### config.mk
export PLATFORM = sky130hd
export DESIGN_NAME = fixed_point_pid_controller_top
export DESIGN_NICKNAME = d
export VERILOG_FILES = /design/src/rtl/core/fppid_pkg.sv /design/src/rtl/core/fixed_point_pid_controller_top.sv /design/src/rtl/core/fppid_mul.sv /design/src/rtl/core/fppid_div.sv
export VERILOG_INCLUDE_DIRS = /design/src /design/src/rtl/core
export SDC_FILE = /design/constraint.sdc
export NUM_CORES = 2
export LEC_CHECK = 0
export BUFFER_PORTS_ARGS = -buffer_cell sky130_fd_sc_hd__buf_2
export CAP_MARGIN = 30
export CORE_MARGIN = 5
export CORE_UTILIZATION = 64
export DETAILED_ROUTE_END_ITERATION = 16
export PLACE_DENSITY = 0.81
export SLEW_MARGIN = 15
export SYNTH_ARGS = -nofsm -noshare
export SYNTH_HDL_FRONTEND = slang
export SYNTH_SLANG_ARGS = --single-unit
### constraint.sdc
create_clock -name clk -period 30.1 [get_ports clk]
set_clock_uncertainty 0.2 [all_clocks]
set_input_delay 3.01 -clock clk [delete_from_list [all_inputs] [get_ports clk]]
set_output_delay 3.01 -clock clk [all_outputs]
set_load 0.05 [all_outputs]
### src/rtl/core/assert_macros.svh
// Assertion helpers shared by the RTL. Each one is clocked on clk and is
// switched off while rst_n is low.
`ifndef ASSERT_MACROS_SVH
`define ASSERT_MACROS_SVH

// The property must hold at every rising edge.
`define ASSERT_CLK(label, prop, msg) \
    label: assert property (@(posedge clk) disable iff (!rst_n) prop) else $error(msg);

// The condition must never be seen at a rising edge.
`define ASSERT_NEVER(label, cond, msg) \
    label: assert property (@(posedge clk) disable iff (!rst_n) !(cond)) else $error(msg);

`endif

### src/rtl/core/fppid_pkg.sv
package fppid_pkg;

    localparam int FRAC_BITS_DEF = 16;
    localparam int DATA_W        = 32;
    localparam int DT_W          = 31;
    localparam int CFG_IDX_W     = 3;
    localparam int SUM_W         = DATA_W + 2;

    localparam logic [DT_W-1:0]          DT_RESET      = 31'd65536;
    localparam logic signed [DATA_W-1:0] OUT_MAX_RESET = 32'sh7FFF_FFFF;
    localparam logic signed [DATA_W-1:0] OUT_MIN_RESET = 32'sh8000_0000;

    typedef enum logic [CFG_IDX_W-1:0] {
        REG_KP      = 3'd0,
        REG_KI      = 3'd1,
        REG_KD      = 3'd2,
        REG_DT      = 3'd3,
        REG_OUT_MAX = 3'd4,
        REG_OUT_MIN = 3'd5
    } cfg_reg_t;

    typedef enum logic [3:0] {
        ST_IDLE,
        ST_ERR_DT,
        ST_KP,
        ST_KI,
        ST_I_TERM,
        ST_WAIT_DIV,
        ST_KD,
        ST_SUM,
        ST_CLAMP
    } state_t;

endpackage

### src/rtl/core/fixed_point_pid_controller_top.sv
// Q16.16 PID controller with a shared multiplier and a bit-serial divider.
// Input channel: setpoint and measured, with in_valid and in_stall. A request
// is taken when in_valid is high and in_stall is low; in_stall is low only
// while the sequencer is idle.
// Output channel: drive, with out_valid and out_stall. One result is given
// for every input request and is held in an output register until taken.
// The divider resolves one quotient bit a cycle over 32 + FRAC_BITS bits;
// the four products share one multiplier, and the first three overlap
// with the division. A new request is taken only when the sequencer is
// back in idle, after the result has been loaded into the output register.
// Configuration: cfg_wr_en, cfg_index and cfg_data write one register per
// cycle. The user must make writes while the block is idle; it is not enforced.
// Reset clears the integral and the previous error and loads the default
// gains, period and clamp limits. A stalled result stays in the output
// register; the sequencer waits at the clamp step while that register is
// still full and out_stall is high, so nothing is lost.
`include "assert_macros.svh"

module fixed_point_pid_controller_top
#(
    parameter int FRAC_BITS = fppid_pkg::FRAC_BITS_DEF
)
(
    input  logic                                    clk,
    input  logic                                    rst_n,
    input  logic                                    cfg_wr_en,
    input  logic [fppid_pkg::CFG_IDX_W-1:0]         cfg_index,
    input  logic [fppid_pkg::DATA_W-1:0]            cfg_data,
    input  logic                                    in_valid,
    output logic                                    in_stall,
    input  logic signed [fppid_pkg::DATA_W-1:0]     setpoint,
    input  logic signed [fppid_pkg::DATA_W-1:0]     measured,
    output logic                                    out_valid,
    input  logic                                    out_stall,
    output logic signed [fppid_pkg::DATA_W-1:0]     drive
);

    localparam int DATA_W = fppid_pkg::DATA_W;
    localparam int DT_W   = fppid_pkg::DT_W;
    localparam int SUM_W  = fppid_pkg::SUM_W;

    fppid_pkg::state_t state_reg;
    fppid_pkg::state_t state_next;

    logic signed [DATA_W-1:0] kp_reg;
    logic signed [DATA_W-1:0] ki_reg;
    logic signed [DATA_W-1:0] kd_reg;
    logic [DT_W-1:0]          dt_reg;
    logic signed [DATA_W-1:0] out_max_reg;
    logic signed [DATA_W-1:0] out_min_reg;

    logic signed [DATA_W-1:0] err_reg;
    logic signed [DATA_W-1:0] prev_err_reg;
    logic signed [DATA_W-1:0] integral_reg;
    logic signed [DATA_W-1:0] p_reg;
    logic signed [DATA_W-1:0] i_reg;
    logic signed [SUM_W-1:0]  sum_reg;
    logic signed [DATA_W-1:0] drive_reg;
    logic                     out_valid_reg;

    logic                       accept;
    logic                       load_out;
    logic signed [DATA_W-1:0]   err_new;
    logic signed [DATA_W-1:0]   err_diff;
    logic                       mul_en;
    logic signed [DATA_W-1:0]   mul_a;
    logic signed [DATA_W-1:0]   mul_b;
    logic signed [2*DATA_W-1:0] product;
    logic signed [DATA_W-1:0]   mul_q;
    logic                       div_start;
    logic                       div_busy;
    logic [DATA_W-1:0]          div_quot;
    logic signed [SUM_W-1:0]    max_ext;
    logic signed [SUM_W-1:0]    min_ext;
    logic signed [DATA_W-1:0]   clamp_val;
    logic                       clamp_bad;

    assign in_stall = (state_reg != fppid_pkg::ST_IDLE);
    assign accept   = in_valid && !in_stall;
    assign err_new  = setpoint - measured;
    assign err_diff = err_new - prev_err_reg;
    assign load_out = (state_reg == fppid_pkg::ST_CLAMP) && (!out_valid_reg || !out_stall);

    // Product scaled back to Q16.16 and cut to one word.
    assign mul_q = product[FRAC_BITS+DATA_W-1 -: DATA_W];

    fppid_mul u_mul
    (
        .clk     (clk),
        .en      (mul_en),
        .a       (mul_a),
        .b       (mul_b),
        .product (product)
    );

    fppid_div #(.FRAC_BITS(FRAC_BITS)) u_div
    (
        .clk      (clk),
        .rst_n    (rst_n),
        .start    (div_start),
        .dividend (err_diff),
        .divisor  (dt_reg),
        .busy     (div_busy),
        .quotient (div_quot)
    );

    always_comb
    begin
        state_next = state_reg;
        unique case (state_reg)
            fppid_pkg::ST_IDLE:
            begin
                if (accept)
                begin
                    state_next = fppid_pkg::ST_ERR_DT;
                end
            end
            fppid_pkg::ST_ERR_DT:   state_next = fppid_pkg::ST_KP;
            fppid_pkg::ST_KP:       state_next = fppid_pkg::ST_KI;
            fppid_pkg::ST_KI:       state_next = fppid_pkg::ST_I_TERM;
            fppid_pkg::ST_I_TERM:   state_next = fppid_pkg::ST_WAIT_DIV;
            fppid_pkg::ST_WAIT_DIV:
            begin
                if (!div_busy)
                begin
                    state_next = fppid_pkg::ST_KD;
                end
            end
            fppid_pkg::ST_KD:       state_next = fppid_pkg::ST_SUM;
            fppid_pkg::ST_SUM:      state_next = fppid_pkg::ST_CLAMP;
            fppid_pkg::ST_CLAMP:
            begin
                if (load_out)
                begin
                    state_next = fppid_pkg::ST_IDLE;
                end
            end
            default:                state_next = fppid_pkg::ST_IDLE;
        endcase
    end

    always_comb
    begin
        mul_en    = 1'b0;
        mul_a     = kp_reg;
        mul_b     = err_reg;
        div_start = 1'b0;
        unique case (state_reg)
            fppid_pkg::ST_IDLE:
            begin
                div_start = accept;
            end
            fppid_pkg::ST_ERR_DT:
            begin
                mul_en = 1'b1;
                mul_a  = err_reg;
                mul_b  = signed'({1'b0, dt_reg});
            end
            fppid_pkg::ST_KP:
            begin
                mul_en = 1'b1;
                mul_a  = kp_reg;
                mul_b  = err_reg;
            end
            fppid_pkg::ST_KI:
            begin
                mul_en = 1'b1;
                mul_a  = ki_reg;
                mul_b  = integral_reg;
            end
            fppid_pkg::ST_KD:
            begin
                mul_en = 1'b1;
                mul_a  = kd_reg;
                mul_b  = signed'(div_quot);
            end
            fppid_pkg::ST_I_TERM,
            fppid_pkg::ST_WAIT_DIV,
            fppid_pkg::ST_SUM,
            fppid_pkg::ST_CLAMP:
            begin
                mul_en = 1'b0;
            end
            default:
            begin
                mul_en = 1'b0;
            end
        endcase
    end

    assign max_ext   = {{(SUM_W-DATA_W){out_max_reg[DATA_W-1]}}, out_max_reg};
    assign min_ext   = {{(SUM_W-DATA_W){out_min_reg[DATA_W-1]}}, out_min_reg};
    // The upper bound is tested first, so it wins whenever the sum exceeds it, also when the limits are inverted.
    assign clamp_val = (sum_reg > max_ext) ? out_max_reg :
                       (sum_reg < min_ext) ? out_min_reg : sum_reg[DATA_W-1:0];

    assign clamp_bad = load_out && (out_min_reg <= out_max_reg) &&
                       ((clamp_val > out_max_reg) || (clamp_val < out_min_reg));

    always_ff @(posedge clk or negedge rst_n)
    begin
        if (!rst_n)
        begin
            state_reg     <= fppid_pkg::ST_IDLE;
            kp_reg        <= '0;
            ki_reg        <= '0;
            kd_reg        <= '0;
            dt_reg        <= fppid_pkg::DT_RESET;
            out_max_reg   <= fppid_pkg::OUT_MAX_RESET;
            out_min_reg   <= fppid_pkg::OUT_MIN_RESET;
            integral_reg  <= '0;
            prev_err_reg  <= '0;
            out_valid_reg <= 1'b0;
        end
        else
        begin
            state_reg <= state_next;

            if (cfg_wr_en)
            begin
                unique case (fppid_pkg::cfg_reg_t'(cfg_index))
                    fppid_pkg::REG_KP:      kp_reg      <= cfg_data;
                    fppid_pkg::REG_KI:      ki_reg      <= cfg_data;
                    fppid_pkg::REG_KD:      kd_reg      <= cfg_data;
                    fppid_pkg::REG_DT:      dt_reg      <= cfg_data[DT_W-1:0];
                    fppid_pkg::REG_OUT_MAX: out_max_reg <= cfg_data;
                    fppid_pkg::REG_OUT_MIN: out_min_reg <= cfg_data;
                    default:                kp_reg      <= kp_reg;
                endcase
            end

            // The difference for the derivative is formed on the way in, so the
            // new error can be stored at once.
            if (accept)
            begin
                prev_err_reg <= err_new;
            end

            if (state_reg == fppid_pkg::ST_KP)
            begin
                integral_reg <= integral_reg + mul_q;
            end

            if (load_out)
            begin
                out_valid_reg <= 1'b1;
            end
            else if (out_valid_reg && !out_stall)
            begin
                out_valid_reg <= 1'b0;
            end
        end
    end

    always_ff @(posedge clk)
    begin
        if (accept)
        begin
            err_reg <= err_new;
        end
        if (state_reg == fppid_pkg::ST_KI)
        begin
            p_reg <= mul_q;
        end
        if (state_reg == fppid_pkg::ST_I_TERM)
        begin
            i_reg <= mul_q;
        end
        if (state_reg == fppid_pkg::ST_SUM)
        begin
            sum_reg <= SUM_W'(p_reg) + SUM_W'(i_reg) + SUM_W'(mul_q);
        end
        if (load_out)
        begin
            drive_reg <= clamp_val;
        end
    end

    assign out_valid = out_valid_reg;
    assign drive     = drive_reg;

    `ASSERT_CLK(a_div_starts, accept |=> div_busy, "divider did not start on a new request")
    `ASSERT_NEVER(a_idle_div_quiet, !in_stall && div_busy, "divider busy while idle")
    `ASSERT_NEVER(a_clamp_bounds, clamp_bad, "drive outside clamp limits")

endmodule

### src/rtl/core/fppid_mul.sv
module fppid_mul
(
    input  logic                                   clk,
    input  logic                                   en,
    input  logic signed [fppid_pkg::DATA_W-1:0]    a,
    input  logic signed [fppid_pkg::DATA_W-1:0]    b,
    output logic signed [2*fppid_pkg::DATA_W-1:0]  product
);

    logic signed [2*fppid_pkg::DATA_W-1:0] product_reg;

    always_ff @(posedge clk)
    begin
        if (en)
        begin
            product_reg <= a * b;
        end
    end

    assign product = product_reg;

endmodule

### src/rtl/core/fppid_div.sv
module fppid_div
#(
    parameter int FRAC_BITS = fppid_pkg::FRAC_BITS_DEF
)
(
    input  logic                                 clk,
    input  logic                                 rst_n,
    input  logic                                 start,
    input  logic signed [fppid_pkg::DATA_W-1:0]  dividend,
    input  logic [fppid_pkg::DT_W-1:0]           divisor,
    output logic                                 busy,
    output logic [fppid_pkg::DATA_W-1:0]         quotient
);

    localparam int DATA_W = fppid_pkg::DATA_W;
    localparam int DT_W   = fppid_pkg::DT_W;
    localparam int NUM_W  = DATA_W + FRAC_BITS;
    localparam int CNT_W  = $clog2(NUM_W + 1);

    logic [NUM_W-1:0]  num_reg;
    logic [DT_W-1:0]   rem_reg;
    logic [DT_W-1:0]   rem_next;
    logic [DT_W-1:0]   divisor_reg;
    logic [DATA_W-1:0] quot_reg;
    logic              neg_reg;
    logic              zero_reg;
    logic              busy_reg;
    logic [CNT_W-1:0]  cnt_reg;

    logic [DATA_W-1:0] magnitude;
    logic [DT_W:0]     rem_shift;
    logic [DT_W:0]     rem_sub;
    logic              fits;

    // The magnitude of the most negative value is still right as an unsigned number.
    assign magnitude = dividend[DATA_W-1] ? (~dividend + 1'b1) : dividend;

    assign rem_shift = {rem_reg, num_reg[NUM_W-1]};
    assign rem_sub   = rem_shift - {1'b0, divisor_reg};
    assign fits      = (rem_shift >= {1'b0, divisor_reg});
    assign rem_next  = fits ? rem_sub[DT_W-1:0] : rem_shift[DT_W-1:0];

    always_ff @(posedge clk or negedge rst_n)
    begin
        if (!rst_n)
        begin
            busy_reg <= 1'b0;
            cnt_reg  <= '0;
        end
        else if (start)
        begin
            busy_reg <= 1'b1;
            cnt_reg  <= CNT_W'(NUM_W);
        end
        else if (busy_reg)
        begin
            busy_reg <= (cnt_reg != CNT_W'(1));
            cnt_reg  <= cnt_reg - 1'b1;
        end
    end

    // Only the low word of the quotient is kept; negation modulo 2^32 gives the same word.
    always_ff @(posedge clk)
    begin
        if (start)
        begin
            num_reg     <= {magnitude, {FRAC_BITS{1'b0}}};
            rem_reg     <= '0;
            quot_reg    <= '0;
            divisor_reg <= divisor;
            neg_reg     <= dividend[DATA_W-1];
            zero_reg    <= (divisor == '0);
        end
        else if (busy_reg)
        begin
            num_reg  <= {num_reg[NUM_W-2:0], 1'b0};
            rem_reg  <= rem_next;
            quot_reg <= {quot_reg[DATA_W-2:0], fits};
        end
    end

    assign busy     = busy_reg;
    assign quotient = zero_reg ? '0 : (neg_reg ? (~quot_reg + 1'b1) : quot_reg);

endmodule

### Word-level counts from Yosys, hierarchy flattened

Cells that the tools add are included.

| word-level totals | value |
|---|---|
| logic and storage cells | 99 |
| register bits | 605 |
| bits of input ports | 104 |

| cells by class | value |
|---|---|
| equal/unequal tests | 17 |
| reduce and logical (&&, ||, !) cells | 21 |
| order comparisons | 3 |
| multiply operators | 1 |
| muxes and demuxes | 22 |
| bitwise operators | 2 |
| add/subtract/negate cells | 9 |

Operator list:

| operator | count |
|---|---|
| $pmux 32 s3 | 2 |
| $mux 32 | 5 |
| $mux 48 | 2 |
| $add 32x1->32 const B | 2 |
| $not 32->32 | 2 |
| $sub 32x32->32 | 2 |
| $mul 32x32->48 | 1 |
| $pmux 4 s9 | 1 |
| $add 33x32->34 | 1 |
| $gt 34x32->1 | 1 |
| $lt 34x32->1 | 1 |
| $add 32x32->33 | 1 |
| $add 32x32->32 | 1 |
| $ge 32x31->1 | 1 |
| $logic_not 31->1 | 1 |
| $mux 31 | 1 |
| $sub 31x31->31 | 1 |
| $eq 4x3->1 const B | 4 |
| $mux 4 | 3 |
| $mux 6 | 2 |
| $reduce_and 2->1 | 6 |
| $eq 4x2->1 const B | 2 |
| $eq 3x2->1 const B | 2 |
| $eq 3x3->1 const B | 2 |
| other kinds (16) | 28 |

### Depth between registers and ports, before layout

| depth | value |
|---|---|
| depth in word-level cells | 6 |
| gate-level depth with buffers | 39 |

### Hierarchy

Synthesis repeated with hierarchy kept, for this count alone.

| second synthesis, totals | value |
|---|---|
| cells, all modules | 7243 |
| area, all modules | 71851.4 µm² |

By module, submodules not included:

| module | sequential area each (µm²) | instances | cells each | area each (µm²) |
|---|---|---|---|---|
| fppid_mul | 1921.8 | 1 | 3905 | 37973.9 |
| fixed_point_pid_controller_top | 11412.2 | 1 | 2373 | 25435.6 |
| fppid_div | 3388.2 | 1 | 965 | 8441.8 |

### Worst setup path before layout

No wires, ideal clock.

| timing path | value |
|---|---|
| path kind | register to register |
| from | reg state_reg[3] |
| to | reg u_mul.product_reg (netlist bit u_mul.product[47]) (data pin) |
| cell stages (with the launch flop) | 35 |
| data arrival time | 10.164 ns |
| path slack | 19.464 ns |
| data required time | 29.627 ns |
| cell sequence | dfrtp_1 -> clkbuf_1 -> and4bb_2 -> clkbuf_1 -> clkbuf_1 -> buf_1 -> clkbuf_1 -> a222oi_1 -> o21ai_0 -> clkbuf_1 -> nand2_1 -> fa_1 -> inv_1 -> fa_1 -> inv_1 -> fa_1 -> inv_1 -> fa_1 -> fa_1 -> inv_1 -> fa_1 -> fa_1 -> fa_1 -> inv_1 -> ha_1 -> a21oi_1 -> o21ai_0 -> and2_1 -> o41ai_1 -> o41ai_1 -> a31o_2 -> a21oi_1 -> nor2_1 -> a2111oi_0 -> xnor2_1 |

| on the way | value |
|---|---|
| word-level cells in the longest chain between the ends | 3 |
| elaborated cells between the ends (all ways) | 6 |
| those cells by class | mul: 1; eq/ne: 3; mux: 2 |

Ends and longest elaborated chain:

| item | RTL line | source |
|---|---|---|
| start, declared | fixed_point_pid_controller_top.sv:42 | `fppid_pkg::state_t state_reg;` |
| start signal, assigned | fixed_point_pid_controller_top.sv:204 | `state_reg <= fppid_pkg::ST_IDLE;` |
| start signal, assigned | fixed_point_pid_controller_top.sv:217 | `state_reg <= state_next;` |
| $eq 4x3->1 (tied with other cells) | fixed_point_pid_controller_top.sv:148 | `unique case (state_reg)` |
| $pmux 32 s3 | fixed_point_pid_controller_top.sv:148 |  |
| $mul 32x32->48 * | fppid_mul.sv:16 | `product_reg <= a * b;` |
| end signal, assigned | fppid_mul.sv:16 |  |
| end, declared | fppid_mul.sv:10 | `logic signed [2*fppid_pkg::DATA_W-1:0] product_reg;` |

Mark *: on every way between the ends. The rest lies on a longest branch, timed or not.
A chain may end at the register's enable or synchronous reset.

### Final worst setup path

| timing path | value |
|---|---|
| from | reg state_reg[0] |
| to | reg u_mul.product_reg (netlist bit u_mul.product[47]) (data pin) |

Same word-level chain as after synthesis.

==> out/results.txt <==
Crit path top cell by count - sky130_fd_sc_hd__fa_1
maximum frequency from static timing analysis - 88.3 MHz
endpoint with the worst hold slack - prev_err_reg[31]
dominant register cell in the synthesized netlist - sky130_fd_sc_hd__edfxtp_1
hold-fix buffer count after cts - 0
placed cell count - 7,682
Post-Syn Instances - 6,464
worst setup slack after layout - 18.78 ns
summed negative setup slack over all endpoints - 0 ns
Hold/Removal Path Class - flip-flop to flip-flop
final weighted congestion in routability-driven placement - 0.995
startpoint of the tightest hold check path - prev_err_reg[31]
required time of the critical path - 30.28 ns
share of cells above drive strength 1 - 9.28%
Yosys cell types - 102
FP Rows - 114
biggest area contributors in the synthesized netlist - sky130_fd_sc_hd__fa_1 28%, sky130_fd_sc_hd__edfxtp_1 12%, sky130_fd_sc_hd__dfrtp_1 9.4%
routed wire length - 187,000 um
sink count of the clock tree - 589
count of TritonRoute iterations in the first routing pass - 7
clock latency on the worst-skew pair - 0.66 ns
Die Footprint - 104,000 sq um
vias post-DR - 48,300
CTS HTree Levels - 2
die boundary height - 322 um
Hold Path Cell Cnt - 2
highest metal layer with signal wires - met5
worst setup path category - flip-flop to flip-flop
maximum buffer depth of the clock tree - 3
total of max-cap violations - 0
critical path capture point type - flip-flop
initial antenna violation count - 6
total congestion overflow - 0
area occupied by registers - 15,800 sq um
synthesized net count - 7,833
Detail Route met2 WL - 83,900 um
wire length of the first global-routing pass - 287,000 um
TritonCTS buffer count - 61
post-DP HPWL - 142,000 um
origin of the critical flop-to-flop path - state_reg[0]
Placeable Area - 96,700 sq um
final-report max-slew violation count - 0
Die X-Extent - 322 um
I/O Pins - 138
buffer count from post-CTS setup fixing - 0
Final Net Count - 7,844
post-synthesis sequential element count - 589
cell area after synthesis - 62,400 sq um
pre-CTS WS - 18.91 ns
relative slew slack - 23.8%
clock-pin slew on the worst setup and hold paths - 0.07 ns
average cell area after synthesis - 9.66 sq um
most repeated cell in the gate-level netlist after synthesis - sky130_fd_sc_hd__inv_1
most common library cells after synthesis - 1,113 x sky130_fd_sc_hd__inv_1, 905 x sky130_fd_sc_hd__nand2_1, 875 x sky130_fd_sc_hd__fa_1
signed area change from the synthesized netlist to the final layout - 7.04%
endpoint of the worst-slack reg-to-reg timing path - u_mul.product[47]
number of enable flip-flop cells after synthesis - 259
Slowest Stage Delay on Critical Path - 0.89 ns
Fillers - 7,288
Yosys warning total - 0
final-layout worst hold slack - 0.285 ns
Final setup viols - 0
startpoint types - flip-flop
setup repair after global routing missed its margin - no
global-route total usage across every layer - 36.1%
number of buffer cells added on primary ports - 137
number of DRC markers after the initial detailed-route iteration - 4,904
Vias per Instance - 6.19
max reg flops - 34
sequential fraction of the synthesis area - 25.2%
slowest cell on the critical path - sky130_fd_sc_hd__dfrtp_1
root buffer cell - sky130_fd_sc_hd__clkbuf_16
Yosys top cell by area - sky130_fd_sc_hd__fa_1
clock tree from TritonCTS - done
vias in the first global route - 50,100
Min Clock Period, post-route - 11.32 ns
largest net degree at the start of global routing - 163
number of remaining DRC errors - 0
fraction of synthesis flops using an asynchronous set or reset pin - 45.3%
internal reg-to-reg setup slack - 18.78 ns
proportion of netlist area held by the largest area contributor - 28.1%
met1 wire length - 66,900 um
Slew @ Worst Pin - 1.14 ns
largest fanout on the critical path - 59
path depth of the worst reg2reg path - 28
Avg WL per Cell - 23.9 um
endpoints failing hold - 0
starting density of the core - 64.6%
arrival time of data at the critical path endpoint - 11.50 ns
outcome - completed
final cycle utilization of the critical path - 37.6%
number of gates resized after CTS - 0
multi-input gate area in the final layout - 41,600 sq um
Detail Route Antenna Nets - 0
final non-filler cell total - 7,806
DR WL met3 - 22,000 um
-- per-stage QoR --
step                area (sq um)  utilization, %
floorplan                  62400               -
finish                     66800            69.1
global route               66800            69.1
CTS                        66700            69.0
detailed placement         64600            66.8
global placement           64500            66.7
-- layer usage --
| metal | global-route usage [%] | up-vias |
|---|---|---|
| li1 | - | 20900 |
| met1 | 45.7 | 24000 |
| met2 | 56.7 | 2739 |
| met3 | 9.54 | 703 |
| met4 | 21.1 | 4 |
| met5 | 0 | - |
-- cells by family (layout without fill, tap and decap cells) --
kind of cell / count (synthesis) / count (layout) / share of synthesized area (%)
simple gates: 1796 / 1796 / 12.7
mux: 288 / 288 / 4.96
buf+inv: 1402 / 1466 / 8.47
fa+ha+maj: 1265 / 1265 / 35.9
xor+xnor: 243 / 243 / 3.46
flops: 589 / 589 / 25.2
other cells: 0 / 2 / 0
compound gates: 881 / 881 / 9.27
-- critical path, delay by kind of cell, from the launching register on --
| kind | cells | cell delay, ns |
|---|---|---|
| xor+xnor | 1 | 0.15 |
| compound gates | 8 | 2.33 |
| buf+inv | 5 | 1.35 |
| flops | 1 | 0.89 |
| fa+ha+maj | 9 | 4.24 |
| simple gates | 5 | 1.78 |
-- final cells by class --
| type | count | share of cell area, % |
|---|---|---|
| clock buffer | 79 | 2.51 |
| multi-input combinational | 4473 | 62.3 |
| clock inverter | 37 | 0.657 |
| inverter | 1116 | 6.28 |
| sequential | 589 | 23.6 |
| antenna | 2 | 0.00749 |
| timing repair buffer | 234 | 2.29 |
| tap | 1276 | 2.39 |
-- how the worst max path moves through the flow --
stage / from / to / slack (ns) / cells after the start
6_report: state_reg[0] / u_mul.product[47] / 18.78 / 28
2_1_floorplan: state_reg[3] / u_mul.product[47] / 19.46 / 34
4_1_cts: state_reg[1] / u_mul.product[47] / 18.96 / 26
5_1_grt: state_reg[1] / u_mul.product[47] / 18.35 / 28
3_3_place_gp: state_reg[0] / u_mul.product[47] / 18.95 / 31
3_5_place_dp: state_reg[0] / u_mul.product[47] / 18.91 / 26
-- cell usage in the layout, fill, tap and decap left out, types with 43 or more instances in the layout --
cell,n
sky130_fd_sc_hd__o21a_1,50
sky130_fd_sc_hd__edfxtp_1,259
sky130_fd_sc_hd__o21ai_0,208
sky130_fd_sc_hd__ha_1,390
sky130_fd_sc_hd__nor2_1,459
sky130_fd_sc_hd__dfrtp_1,233
sky130_fd_sc_hd__xor2_1,76
sky130_fd_sc_hd__a21o_1,112
sky130_fd_sc_hd__a21oi_1,191
sky130_fd_sc_hd__fa_1,875
sky130_fd_sc_hd__dfxtp_1,63
sky130_fd_sc_hd__nand2_1,903
sky130_fd_sc_hd__nand3_1,43
sky130_fd_sc_hd__xnor2_1,164
sky130_fd_sc_hd__inv_1,1113
sky130_fd_sc_hd__buf_2,136
sky130_fd_sc_hd__mux2_2,172
sky130_fd_sc_hd__nand4_1,67
sky130_fd_sc_hd__buf_4,86
sky130_fd_sc_hd__mux2i_1,116
sky130_fd_sc_hd__clkbuf_16,62
sky130_fd_sc_hd__nor3_1,57
sky130_fd_sc_hd__and2_1,66
Power is left out: the tool's default activity adds up to more than one toggle a clock period on the data nets, which glitch-free logic cannot reach.
